[src/hw/rtl/famr_pkg.sv]
`default_nettype none
package famr_pkg;

  localparam int IN_W = 16;
  localparam int RAW_NUM_W = 33;
  localparam int RAW_DEN_W = 32;
  localparam int DIV_STEPS = 33;
  localparam int CNT_W = 6;

  localparam logic [1:0] CMD_MUL = 2'd0;
  localparam logic [1:0] CMD_ADD = 2'd1;

  typedef enum logic [3:0] {
    S_IDLE,
    S_MULN,
    S_MULD,
    S_GCD,
    S_GSTEP,
    S_DIV,
    S_KA,
    S_KB,
    S_SA,
    S_SB,
    S_RD,
    S_QN,
    S_QD,
    S_OUT
  } state_t;

endpackage
`default_nettype wire

[src/hw/rtl/famr_if.sv]
`default_nettype none
interface famr_in_if;
  logic        valid;
  logic        ready;
  logic [1:0]  cmd;
  logic [15:0] num_a;
  logic [15:0] den_a;
  logic [15:0] num_b;
  logic [15:0] den_b;
  modport source (output valid, cmd, num_a, den_a, num_b, den_b, input ready);
  modport sink (input valid, cmd, num_a, den_a, num_b, den_b, output ready);
endinterface

interface famr_out_if;
  logic        valid;
  logic        ready;
  logic [32:0] raw_num;
  logic [31:0] raw_den;
  logic [31:0] scaled_a;
  logic [31:0] scaled_b;
  logic [32:0] red_num;
  logic [31:0] red_den;
  logic        is_whole;
  logic        bad_input;
  modport source (output valid, raw_num, raw_den, scaled_a, scaled_b, red_num, red_den,
                  is_whole, bad_input, input ready);
  modport sink (input valid, raw_num, raw_den, scaled_a, scaled_b, red_num, red_den,
                is_whole, bad_input, output ready);
endinterface
`default_nettype wire

[src/hw/rtl/fraction_add_mul_reduce_unit.sv]
`default_nettype none
// channel  role  payload
// in_ch    sink  cmd, num_a, den_a, num_b, den_b
// out_ch   src   raw_num, raw_den, scaled_a, scaled_b, red_num, red_den, is_whole, bad_input
//
// one transaction at a time; in_ch.ready is high only while idle and out of reset
// a shared 16x16 multiplier and a one-bit-per-cycle restoring divider do all work;
// gcd is euclid on that divider; a zero denominator goes straight to the output
// reduce runs one gcd; multiply forms both products first; add runs a gcd of the
// denominators and scales both fractions before the final gcd
// reset clears the sequencer and the output valid; a stalled output holds the block
module fraction_add_mul_reduce_unit #(
  parameter int OPERAND_WIDTH = 16
) (
  input  wire logic clk,
  input  wire logic rst,
  famr_in_if.sink   in_ch,
  famr_out_if.source out_ch
);

  localparam int EW = (OPERAND_WIDTH > famr_pkg::IN_W) ? famr_pkg::IN_W : OPERAND_WIDTH;
  localparam logic [15:0] OP_MASK = 16'((33'd1 << EW) - 33'd1);

  famr_pkg::state_t state, state_next, ret;

  logic [15:0] na, da, nb, db, ka, kb;
  logic [32:0] rn, qn, gx, gy, dq, rem, dv;
  logic [31:0] rd, sa, sb, qd;
  logic        whole, bad, phase;
  logic [famr_pkg::CNT_W-1:0] cnt;
  logic        out_valid;

  logic [15:0] mul_a, mul_b;
  logic [31:0] prod;
  logic [33:0] dtmp;
  logic        dge;
  logic [15:0] ina, ida, inb, idb;
  logic        in_bad;

  assign ina = in_ch.num_a & OP_MASK;
  assign ida = in_ch.den_a & OP_MASK;
  assign inb = in_ch.num_b & OP_MASK;
  assign idb = in_ch.den_b & OP_MASK;
  assign in_bad = (ida == 16'd0) ||
                  ((in_ch.cmd == famr_pkg::CMD_MUL || in_ch.cmd == famr_pkg::CMD_ADD) &&
                   idb == 16'd0);

  assign in_ch.ready = (state == famr_pkg::S_IDLE) && !rst;

  always_comb begin
    mul_a = na;
    mul_b = nb;
    unique case (state)
      famr_pkg::S_MULD: begin
        mul_a = da;
        mul_b = db;
      end
      famr_pkg::S_SA: begin
        mul_a = na;
        mul_b = kb;
      end
      famr_pkg::S_SB: begin
        mul_a = nb;
        mul_b = ka;
      end
      famr_pkg::S_RD: begin
        mul_a = da;
        mul_b = kb;
      end
      default: begin
        mul_a = na;
        mul_b = nb;
      end
    endcase
  end

  assign prod = {16'd0, mul_a} * {16'd0, mul_b};
  assign dtmp = {rem, dq[32]};
  assign dge  = dtmp >= {1'b0, dv};

  always_comb begin
    state_next = state;
    unique case (state)
      famr_pkg::S_IDLE: begin
        if (in_ch.valid) begin
          if (in_bad) begin
            state_next = famr_pkg::S_OUT;
          end else if (in_ch.cmd == famr_pkg::CMD_MUL) begin
            state_next = famr_pkg::S_MULN;
          end else begin
            state_next = famr_pkg::S_GCD;
          end
        end
      end
      famr_pkg::S_MULN:  state_next = famr_pkg::S_MULD;
      famr_pkg::S_MULD:  state_next = famr_pkg::S_GCD;
      famr_pkg::S_GCD:   state_next = famr_pkg::S_DIV;
      famr_pkg::S_GSTEP: state_next = famr_pkg::S_GCD;
      famr_pkg::S_DIV: begin
        if (cnt == famr_pkg::CNT_W'(1)) begin
          state_next = ret;
        end
      end
      famr_pkg::S_KA:    state_next = famr_pkg::S_DIV;
      famr_pkg::S_KB:    state_next = famr_pkg::S_SA;
      famr_pkg::S_SA:    state_next = famr_pkg::S_SB;
      famr_pkg::S_SB:    state_next = famr_pkg::S_RD;
      famr_pkg::S_RD:    state_next = famr_pkg::S_GCD;
      famr_pkg::S_QN:    state_next = famr_pkg::S_DIV;
      famr_pkg::S_QD:    state_next = famr_pkg::S_OUT;
      famr_pkg::S_OUT: begin
        if (!out_valid || out_ch.ready) begin
          state_next = famr_pkg::S_IDLE;
        end
      end
      default: state_next = famr_pkg::S_IDLE;
    endcase
  end

  always_ff @(posedge clk) begin
    if (rst) begin
      state <= famr_pkg::S_IDLE;
      out_valid <= 1'b0;
    end else begin
      state <= state_next;
      if (state == famr_pkg::S_OUT && (!out_valid || out_ch.ready)) begin
        out_valid <= 1'b1;
      end else if (out_ch.ready) begin
        out_valid <= 1'b0;
      end
    end
  end

  always_ff @(posedge clk) begin
    case (state)
      famr_pkg::S_IDLE: begin
        na <= ina;
        da <= ida;
        nb <= inb;
        db <= idb;
        bad <= in_bad;
        sa <= '0;
        sb <= '0;
        qn <= '0;
        qd <= '0;
        whole <= 1'b0;
        if (in_ch.cmd == famr_pkg::CMD_ADD) begin
          phase <= 1'b0;
          rn <= '0;
          rd <= '0;
          gx <= {17'd0, ida};
          gy <= {17'd0, idb};
        end else begin
          phase <= 1'b1;
          rn <= in_bad ? 33'd0 : {17'd0, ina};
          rd <= in_bad ? 32'd0 : {16'd0, ida};
          gx <= {17'd0, ina};
          gy <= {17'd0, ida};
        end
      end
      famr_pkg::S_MULN: rn <= {1'b0, prod};
      famr_pkg::S_MULD: begin
        rd <= prod;
        gx <= rn;
        gy <= {1'b0, prod};
      end
      famr_pkg::S_GCD: begin
        dq <= (gy == '0) ? (phase ? rn : {17'd0, da}) : gx;
        dv <= (gy == '0) ? gx : gy;
        rem <= '0;
        cnt <= famr_pkg::CNT_W'(famr_pkg::DIV_STEPS);
        ret <= (gy == '0) ? (phase ? famr_pkg::S_QN : famr_pkg::S_KA) : famr_pkg::S_GSTEP;
      end
      famr_pkg::S_GSTEP: begin
        gx <= gy;
        gy <= rem;
      end
      famr_pkg::S_DIV: begin
        rem <= dge ? 33'(dtmp - {1'b0, dv}) : dtmp[32:0];
        dq <= {dq[31:0], dge};
        cnt <= cnt - famr_pkg::CNT_W'(1);
      end
      famr_pkg::S_KA: begin
        ka <= dq[15:0];
        dq <= {17'd0, db};
        dv <= gx;
        rem <= '0;
        cnt <= famr_pkg::CNT_W'(famr_pkg::DIV_STEPS);
        ret <= famr_pkg::S_KB;
      end
      famr_pkg::S_KB: kb <= dq[15:0];
      famr_pkg::S_SA: sa <= prod;
      famr_pkg::S_SB: sb <= prod;
      famr_pkg::S_RD: begin
        rd <= prod;
        rn <= {1'b0, sa} + {1'b0, sb};
        gx <= {1'b0, sa} + {1'b0, sb};
        gy <= {1'b0, prod};
        phase <= 1'b1;
      end
      famr_pkg::S_QN: begin
        qn <= dq;
        dq <= {1'b0, rd};
        dv <= gx;
        rem <= '0;
        cnt <= famr_pkg::CNT_W'(famr_pkg::DIV_STEPS);
        ret <= famr_pkg::S_QD;
      end
      famr_pkg::S_QD: begin
        qd <= dq[31:0];
        whole <= (gx == {1'b0, rd});
      end
      famr_pkg::S_OUT: begin
        if (!out_valid || out_ch.ready) begin
          out_ch.raw_num <= rn;
          out_ch.raw_den <= rd;
          out_ch.scaled_a <= sa;
          out_ch.scaled_b <= sb;
          out_ch.red_num <= qn;
          out_ch.red_den <= qd;
          out_ch.is_whole <= whole;
          out_ch.bad_input <= bad;
        end
      end
      default: begin
      end
    endcase
  end

  assign out_ch.valid = out_valid;

endmodule
`default_nettype wire
[src/flat_wrapper.sv]
// flat-port wrapper written by rule: the top's interface ports become plain ports
module fraction_add_mul_reduce_unit_flat 
#(
  parameter int OPERAND_WIDTH = 16
)
  (clk, rst, in_ch_valid, in_ch_cmd, in_ch_num_a, in_ch_den_a, in_ch_num_b, in_ch_den_b, in_ch_ready, out_ch_valid, out_ch_raw_num, out_ch_raw_den, out_ch_scaled_a, out_ch_scaled_b, out_ch_red_num, out_ch_red_den, out_ch_is_whole, out_ch_bad_input, out_ch_ready);
  famr_in_if in_ch_i ();
  famr_out_if out_ch_i ();
  input  wire logic clk;
  input  wire logic rst;
  input wire logic [$bits(in_ch_i.valid)-1:0] in_ch_valid;
  input wire logic [$bits(in_ch_i.cmd)-1:0] in_ch_cmd;
  input wire logic [$bits(in_ch_i.num_a)-1:0] in_ch_num_a;
  input wire logic [$bits(in_ch_i.den_a)-1:0] in_ch_den_a;
  input wire logic [$bits(in_ch_i.num_b)-1:0] in_ch_num_b;
  input wire logic [$bits(in_ch_i.den_b)-1:0] in_ch_den_b;
  output wire logic [$bits(in_ch_i.ready)-1:0] in_ch_ready;
  output wire logic [$bits(out_ch_i.valid)-1:0] out_ch_valid;
  output wire logic [$bits(out_ch_i.raw_num)-1:0] out_ch_raw_num;
  output wire logic [$bits(out_ch_i.raw_den)-1:0] out_ch_raw_den;
  output wire logic [$bits(out_ch_i.scaled_a)-1:0] out_ch_scaled_a;
  output wire logic [$bits(out_ch_i.scaled_b)-1:0] out_ch_scaled_b;
  output wire logic [$bits(out_ch_i.red_num)-1:0] out_ch_red_num;
  output wire logic [$bits(out_ch_i.red_den)-1:0] out_ch_red_den;
  output wire logic [$bits(out_ch_i.is_whole)-1:0] out_ch_is_whole;
  output wire logic [$bits(out_ch_i.bad_input)-1:0] out_ch_bad_input;
  input wire logic [$bits(out_ch_i.ready)-1:0] out_ch_ready;
  assign in_ch_i.valid = in_ch_valid;
  assign in_ch_i.cmd = in_ch_cmd;
  assign in_ch_i.num_a = in_ch_num_a;
  assign in_ch_i.den_a = in_ch_den_a;
  assign in_ch_i.num_b = in_ch_num_b;
  assign in_ch_i.den_b = in_ch_den_b;
  assign in_ch_ready = in_ch_i.ready;
  assign out_ch_valid = out_ch_i.valid;
  assign out_ch_raw_num = out_ch_i.raw_num;
  assign out_ch_raw_den = out_ch_i.raw_den;
  assign out_ch_scaled_a = out_ch_i.scaled_a;
  assign out_ch_scaled_b = out_ch_i.scaled_b;
  assign out_ch_red_num = out_ch_i.red_num;
  assign out_ch_red_den = out_ch_i.red_den;
  assign out_ch_is_whole = out_ch_i.is_whole;
  assign out_ch_bad_input = out_ch_i.bad_input;
  assign out_ch_i.ready = out_ch_ready;
  fraction_add_mul_reduce_unit #(.OPERAND_WIDTH(OPERAND_WIDTH)) u_core (.clk(clk), .rst(rst), .in_ch(in_ch_i), .out_ch(out_ch_i));
endmodule
[config.mk]
export PLATFORM = sky130hd
export DESIGN_NAME = fraction_add_mul_reduce_unit_flat
export DESIGN_NICKNAME = d
export VERILOG_FILES = /design/src/hw/rtl/famr_pkg.sv /design/src/hw/rtl/famr_if.sv /design/src/hw/rtl/fraction_add_mul_reduce_unit.sv /design/src/flat_wrapper.sv
export SDC_FILE = /design/constraint.sdc
export NUM_CORES = 2
export LEC_CHECK = 0
export ABC_CLOCK_PERIOD_IN_PS = 33900
export BUFFER_PORTS_ARGS = -buffer_cell sky130_fd_sc_hd__buf_2
export CAP_MARGIN = 20
export CORE_MARGIN = 2
export CORE_UTILIZATION = 50
export DETAILED_ROUTE_END_ITERATION = 8
export GPL_ROUTABILITY_DRIVEN = 0
export MAX_ROUTING_LAYER = met4
export PLACE_DENSITY_LB_ADDON = 0.15
export SLEW_MARGIN = 20
export SYNTH_ARGS = -nofsm -noshare
export SYNTH_HDL_FRONTEND = slang
export SYNTH_SLANG_ARGS = --single-unit
[constraint.sdc]
create_clock -name clk -period 33.9 [get_ports clk]
set_clock_uncertainty 0.1 [all_clocks]
set_input_delay 3.39 -clock clk [delete_from_list [all_inputs] [get_ports clk]]
set_output_delay 3.39 -clock clk [all_outputs]
set_load 0.03 [all_outputs]
; Yosys cells after proc, flatten, opt, wreduce, memory -nomap -nowiden
; Cells that the tools add are included.
[word_totals]
regBits = 669
in_bits = 70
output_inout_bits = 198
elab_cells = 128
[op_classes]
add_sub_neg = 3
mul = 1
n_lt_le_gt_ge = 1
n_eq_ne = 19
n_mux = 38
n_reduce_logical = 34
[op_table]
columns = operator, n
row1 = one-hot mux 33 bit (4 select lines), 2
row2 = one-hot mux 32 bit (2 select lines), 4
row3 = one-hot mux 33 bit (2 select lines), 3
row4 = one-hot mux 33 bit (3 select lines), 2
row5 = 2-to-1 mux 33 bit, 5
row6 = 2-to-1 mux 16 bit, 4
row7 = one-hot mux 16 bit (3 select lines), 1
row8 = one-hot mux 4 bit (10 select lines), 1
row9 = >= comparator 34 x 33 -> 1 bit, 1
row10 = adder 32 x 32 -> 33 bit, 1
row11 = == test 33 x 32 -> 1 bit, 1
row12 = zero test 33 bit, 1
row13 = subtractor 33 bit, 1
row14 = zero test 16 bit, 2
row15 = multiplier 16 x 16 -> 32 bit, 1
row16 = 2-to-1 mux 32 bit, 1
row17 = one-hot mux 16 bit (2 select lines), 1
row18 = == test 4 bit (second input constant), 6
row19 = 2-to-1 mux 4 bit, 6
row20 = nonzero test 2 bit, 9
row21 = == test 4 x 3 -> 1 bit (second input constant), 4
row22 = one-hot mux 4 bit (3 select lines), 1
row23 = one-hot mux 6 bit (2 select lines), 1
row24 = nonzero test 3 bit, 3
row25 = other kinds (20), 34

; Depth between registers and ports, before layout
[depth]
ltp_word = 7
mapped_depth = 29
ltp_nobuf = 27

; Worst setup path before layout
; No wires, ideal clock.
[synth_path]
path_kind = input to register
start = in out_ch_ready
end = reg u_core.out_ch.bad_input (enable)
setup_ns = 0.777
t_arrival_ns = 12.121
t_required_ns = 33.023
path_slack_ns = 20.902
path_stages = 2
path_buffers = 0
cell_sequence = nand2b_1 -> nor2b_1
[synth_via]
elab_chain_len = 2
[synth_rtl]
columns = element, line
row1 = "start, declared", flat_wrapper.sv:27  ; input wire logic [$bits(out_ch_i.ready)-1:0] out_ch_ready;
row2 = logical OR 1 bit, fraction_add_mul_reduce_unit.sv:214  ; if (!out_valid || out_ch.ready) begin
row3 = AND reduction 2 bit (no source line), n/a
row4 = "end signal, assigned", fraction_add_mul_reduce_unit.sv:222  ; out_ch.bad_input <= bad;
row5 = "end, declared", famr_if.sv:26  ; is_whole, bad_input, input ready);
; No other way between the ends.
; A chain may end at the register's enable or synchronous reset.

; Final worst setup path
[layout_path]
start = reg u_core.state[0]
end = reg u_core.gy[30] (data pin)
[layout_via]
elab_chain_len = 5
elab_cells_between_ends = 12
classes_between = 1 x mul / 5 x eq/ne / 3 x mux / 3 x reduce/logical
[layout_rtl]
columns = element, line
row1 = "start, declared", fraction_add_mul_reduce_unit.sv:24  ; famr_pkg::state_t state, state_next, ret;
row2 = "start signal, assigned", fraction_add_mul_reduce_unit.sv:122  ; state <= famr_pkg::S_IDLE;
row3 = "start signal, assigned", fraction_add_mul_reduce_unit.sv:125  ; state <= state_next;
row4 = "== test 4 bit, or another cell as far along", fraction_add_mul_reduce_unit.sv:53  ; unique case (state)
row5 = OR reduction 2 bit (no source line), n/a
row6 = one-hot mux 16 bit (3 select lines) or one-hot mux 16 bit (2 select lines) (tied branches), fraction_add_mul_reduce_unit.sv:53
row7 = multiplier 16 x 16 -> 32 bit, fraction_add_mul_reduce_unit.sv:77  ; assign prod = {16'd0, mul_a} * {16'd0, mul_b};
row8 = one-hot mux 33 bit (3 select lines) *, fraction_add_mul_reduce_unit.sv:135  ; case (state)
row9 = "end signal, assigned", fraction_add_mul_reduce_unit.sv:152  ; gy <= {17'd0, idb};
row10 = "end signal, assigned", fraction_add_mul_reduce_unit.sv:158  ; gy <= {17'd0, ida};
row11 = "end signal, assigned", fraction_add_mul_reduce_unit.sv:165  ; gy <= {1'b0, prod};
row12 = "end, declared", fraction_add_mul_reduce_unit.sv:27  ; logic [32:0] rn, qn, gx, gy, dq, rem, dv;
; Mark *: on every way between the ends. The rest lies on a longest branch, timed or not.

==> impl_metrics.yaml <==
outcome:
  outcome: "completed"
placed_design:
  numPortBuffers: 267
  hpwlAfterDp_um: 92500
timing:
  drv_slew: 0
  max-slew-margin-rel_pct: 14.5
  hold_viol: 0
  timing.fmax_mhz: 104
  period_minus_slack_ns: 9.64
  rsz0062_at_grt: "false"
  tns_ns: 0
  period_share_pct: 28.4
  tightest_slew_ns: 1.28
  setup_viol: 0
final_layout:
  nets: 3903
  multiInputGateArea_um2: 16500
  drive_above_1_share_pct: 14.5
  fillers: 6309
  syn2layout_area_growth_pct: 13.0
  seq_area_um2: 20000
synthesis:
  syn_area_um2: 38000
  synth_area_leaders: "edfxtp_1 52%, fa_1 10%, ha_1 5.6%"
  synthFlopType: "edfxtp_1"
  yosysWarnings: 0
  yosys.area_share.simple_pct: 10.9
  synthAdderAreaFrac_pct: 15.9
  synthXorXnorAreaFrac_pct: 2.78
  synth_edf_count: 664
  synth-seq-cells: 669
  synth_top_cell_by_area: "edfxtp_1"
  syn_avg_cell_area_um2: 11.8
  synth_top_family_by_area: "adder cells"
  synth.top_cells.by_count: "664 x edfxtp_1, 375 x nand2_1, 292 x nor2_1, 285 x inv_1, 196 x fa_1"
  async_reset_ff_share_pct: 0
  yosysMostFrequentCell: "edfxtp_1"
  synth_top_area_share_pct: 52.4
  syn-num-nets: 3655
  syn-instance-count: 3218
  ys_types: 79
  muxShareOfSynthArea_pct: 2.03
  synth-compound-area-share_pct: 11.3
  synth.yosys.seq_area_share_pct: 52.7
floorplanning:
  initial_core_util_pct: 50.3
  fp.dieW_um: 280
  num_io_pins: 268
  fp-row-count: 101
  core-area_um2: 75600
  die_h_um: 280
  fp.dieArea_um2: 78300
routing:
  drt_pass1_iterations: 8
  finalWirelength_um: 121000
  vias_per_cell: 6.23
  num_vias: 28064
  ant_nets: 0
  wl_per_cell_um: 27.0
  drtIter0Drc: 3659
  drc: 0
clock_tree:
  htreeDepth: 3
  cts_setup_buffers: 0
  cts_inserted_buffers: 71
  cts.repair.resized: 0
  clock_latency_ns: 0.63
  post_cts_hold_buffer_count: 0
  clk_pin_slew_worst_paths_ns: 0.07
  clock_sinks: 669
  root_buffer: "clkbuf_16"
  clockBufferDepth: 3
  cts_tree: "built"
worst_setup_path:
  arrival_ns: 9.88
  worstSetupEndpointType: "register"
  worstPathRequired_ns: 34.14
  crit_path_max_fanout: 46
  startpoint_type: "register"
  criticalPathCategory: "reg2reg"
grt:
  overflow: 0
  grt_pass1_wl_um: 178000
  grt_usage_pct: 31.8
  grt_max_degree: 78
  antenna_found_initial: 7
  first_global_vias: 27311
hold_path:
  hp-class: "reg2reg"
flow_run:
  drv_cap: 0
placed cells by master, fill, tap and decap left out, drive strengths merged, types with 9 or more instances in the layout:
master / n
a222oi: 28
a21oi: 176
clkbuf: 85
nor2: 292
mux2i: 39
nor2b: 13
a22o: 9
a221oi: 32
nor4: 23
buf: 318
clkinv: 32
xnor2: 66
edfxtp: 664
o211ai: 12
nand4: 17
a21o: 64
o221ai: 13
o21a: 9
a31oi: 11
o22ai: 18
ha: 171
inv: 286
and3: 16
a211oi: 17
o21bai: 13
o21ai: 112
a211o: 10
nand3: 41
xor2: 53
a221o: 38
fa: 196
nor3: 24
a22oi: 19
nand2: 375
mux2: 34
nand2b: 13
and2: 95
stage by stage:
step	cell area, um^2	hold slack [ns]	util [%]	cells	setup WS [ns]
2_1_floorplan	38000	0.300	-	3218	20.90
3_3_place_gp	40500	0.305	53.6	4364	24.46
3_5_place_dp	40600	0.305	53.7	4369	24.30
4_1_cts	42900	0.316	56.8	4496	24.27
5_1_grt	43000	0.326	56.8	4504	23.88
6_report	43000	0.315	56.8	4506	24.26
area by class of cell:
type | instances | share of cell area [%]
Timing Repair Buffer | 319 | 4.18
Inverter | 286 | 2.50
Tap cell | 978 | 2.85
Antenna cell | 8 | 0.0466
Clock buffer | 84 | 4.35
Clock inverter | 43 | 1.05
Sequential cell | 669 | 46.7
Multi-Input combinational cell | 2119 | 38.4
cells by family after synthesis:
family | Yosys count
and+or+nand+nor | 938
DFF | 669
AOI/OAI and AO/OA | 622
buffers and inverters | 430
adders and majority gates | 367
xor gates and xnor gates | 119
muxes | 73
worst max-delay path, stage by stage, from the launching register on:
cell,delay (ns)
dfxtp_1,0.89
nor2_1,0.16
nand2_1,0.17
nor2_4,0.04
buf_4,0.34
a222oi_1,0.97
nand2_1,0.68
nand2_1,0.27
fa_1,0.45
fa_1,0.51
inv_1,0.06
fa_1,0.60
fa_1,0.44
fa_1,0.48
inv_1,0.05
fa_1,0.47
inv_1,0.04
ha_1,0.40
nand2_1,0.18
nor2_1,0.13
o21ai_0,0.08
a31o_2,0.26
a21oi_1,0.32
a31oi_1,0.22
a311oi_1,0.83
o21ai_0,0.15
final timing paths:
path | from | endpoint | slack, ns | depth (start not counted)
setup reg to reg | u_core.state[0] | u_core.gy[30] | 24.26 | 25
hold / removal | u_core.qd[7] | u_core.out_ch.red_den[7] | 0.31 | 0
hold reg to reg | u_core.qd[7] | u_core.out_ch.red_den[7] | 0.31 | 0
setup / recovery | u_core.state[0] | u_core.gy[30] | 24.26 | 25
per-layer routing:
layer  up-vias  GRT usage [%]  part of all wire, %
met1     14026           41.2                   38
met3       331           8.04                   11
li1      12012              -                    -
met2      1695           47.1                   45
met4         0           14.8                  5.4
met5         -              -                    0
sequential cells by signal (all words and copies together) (netlist names), 32 cells and up:
name,cells
u_core.qd,32
u_core.sa,32
u_core.rd,32
u_core.gy,33
u_core.out_ch.red_den,32
u_core.out_ch.raw_num,33
u_core.dq,33
u_core.out_ch.scaled_a,32
u_core.rn,33
u_core.dv,33
u_core.qn,33
u_core.rem,33
u_core.out_ch.red_num,33
u_core.out_ch.scaled_b,32
u_core.sb,32
u_core.out_ch.raw_den,32
u_core.gx,33
Power is left out: the tool's default activity adds up to more than one toggle a clock period on the data nets, which glitch-free logic cannot reach.
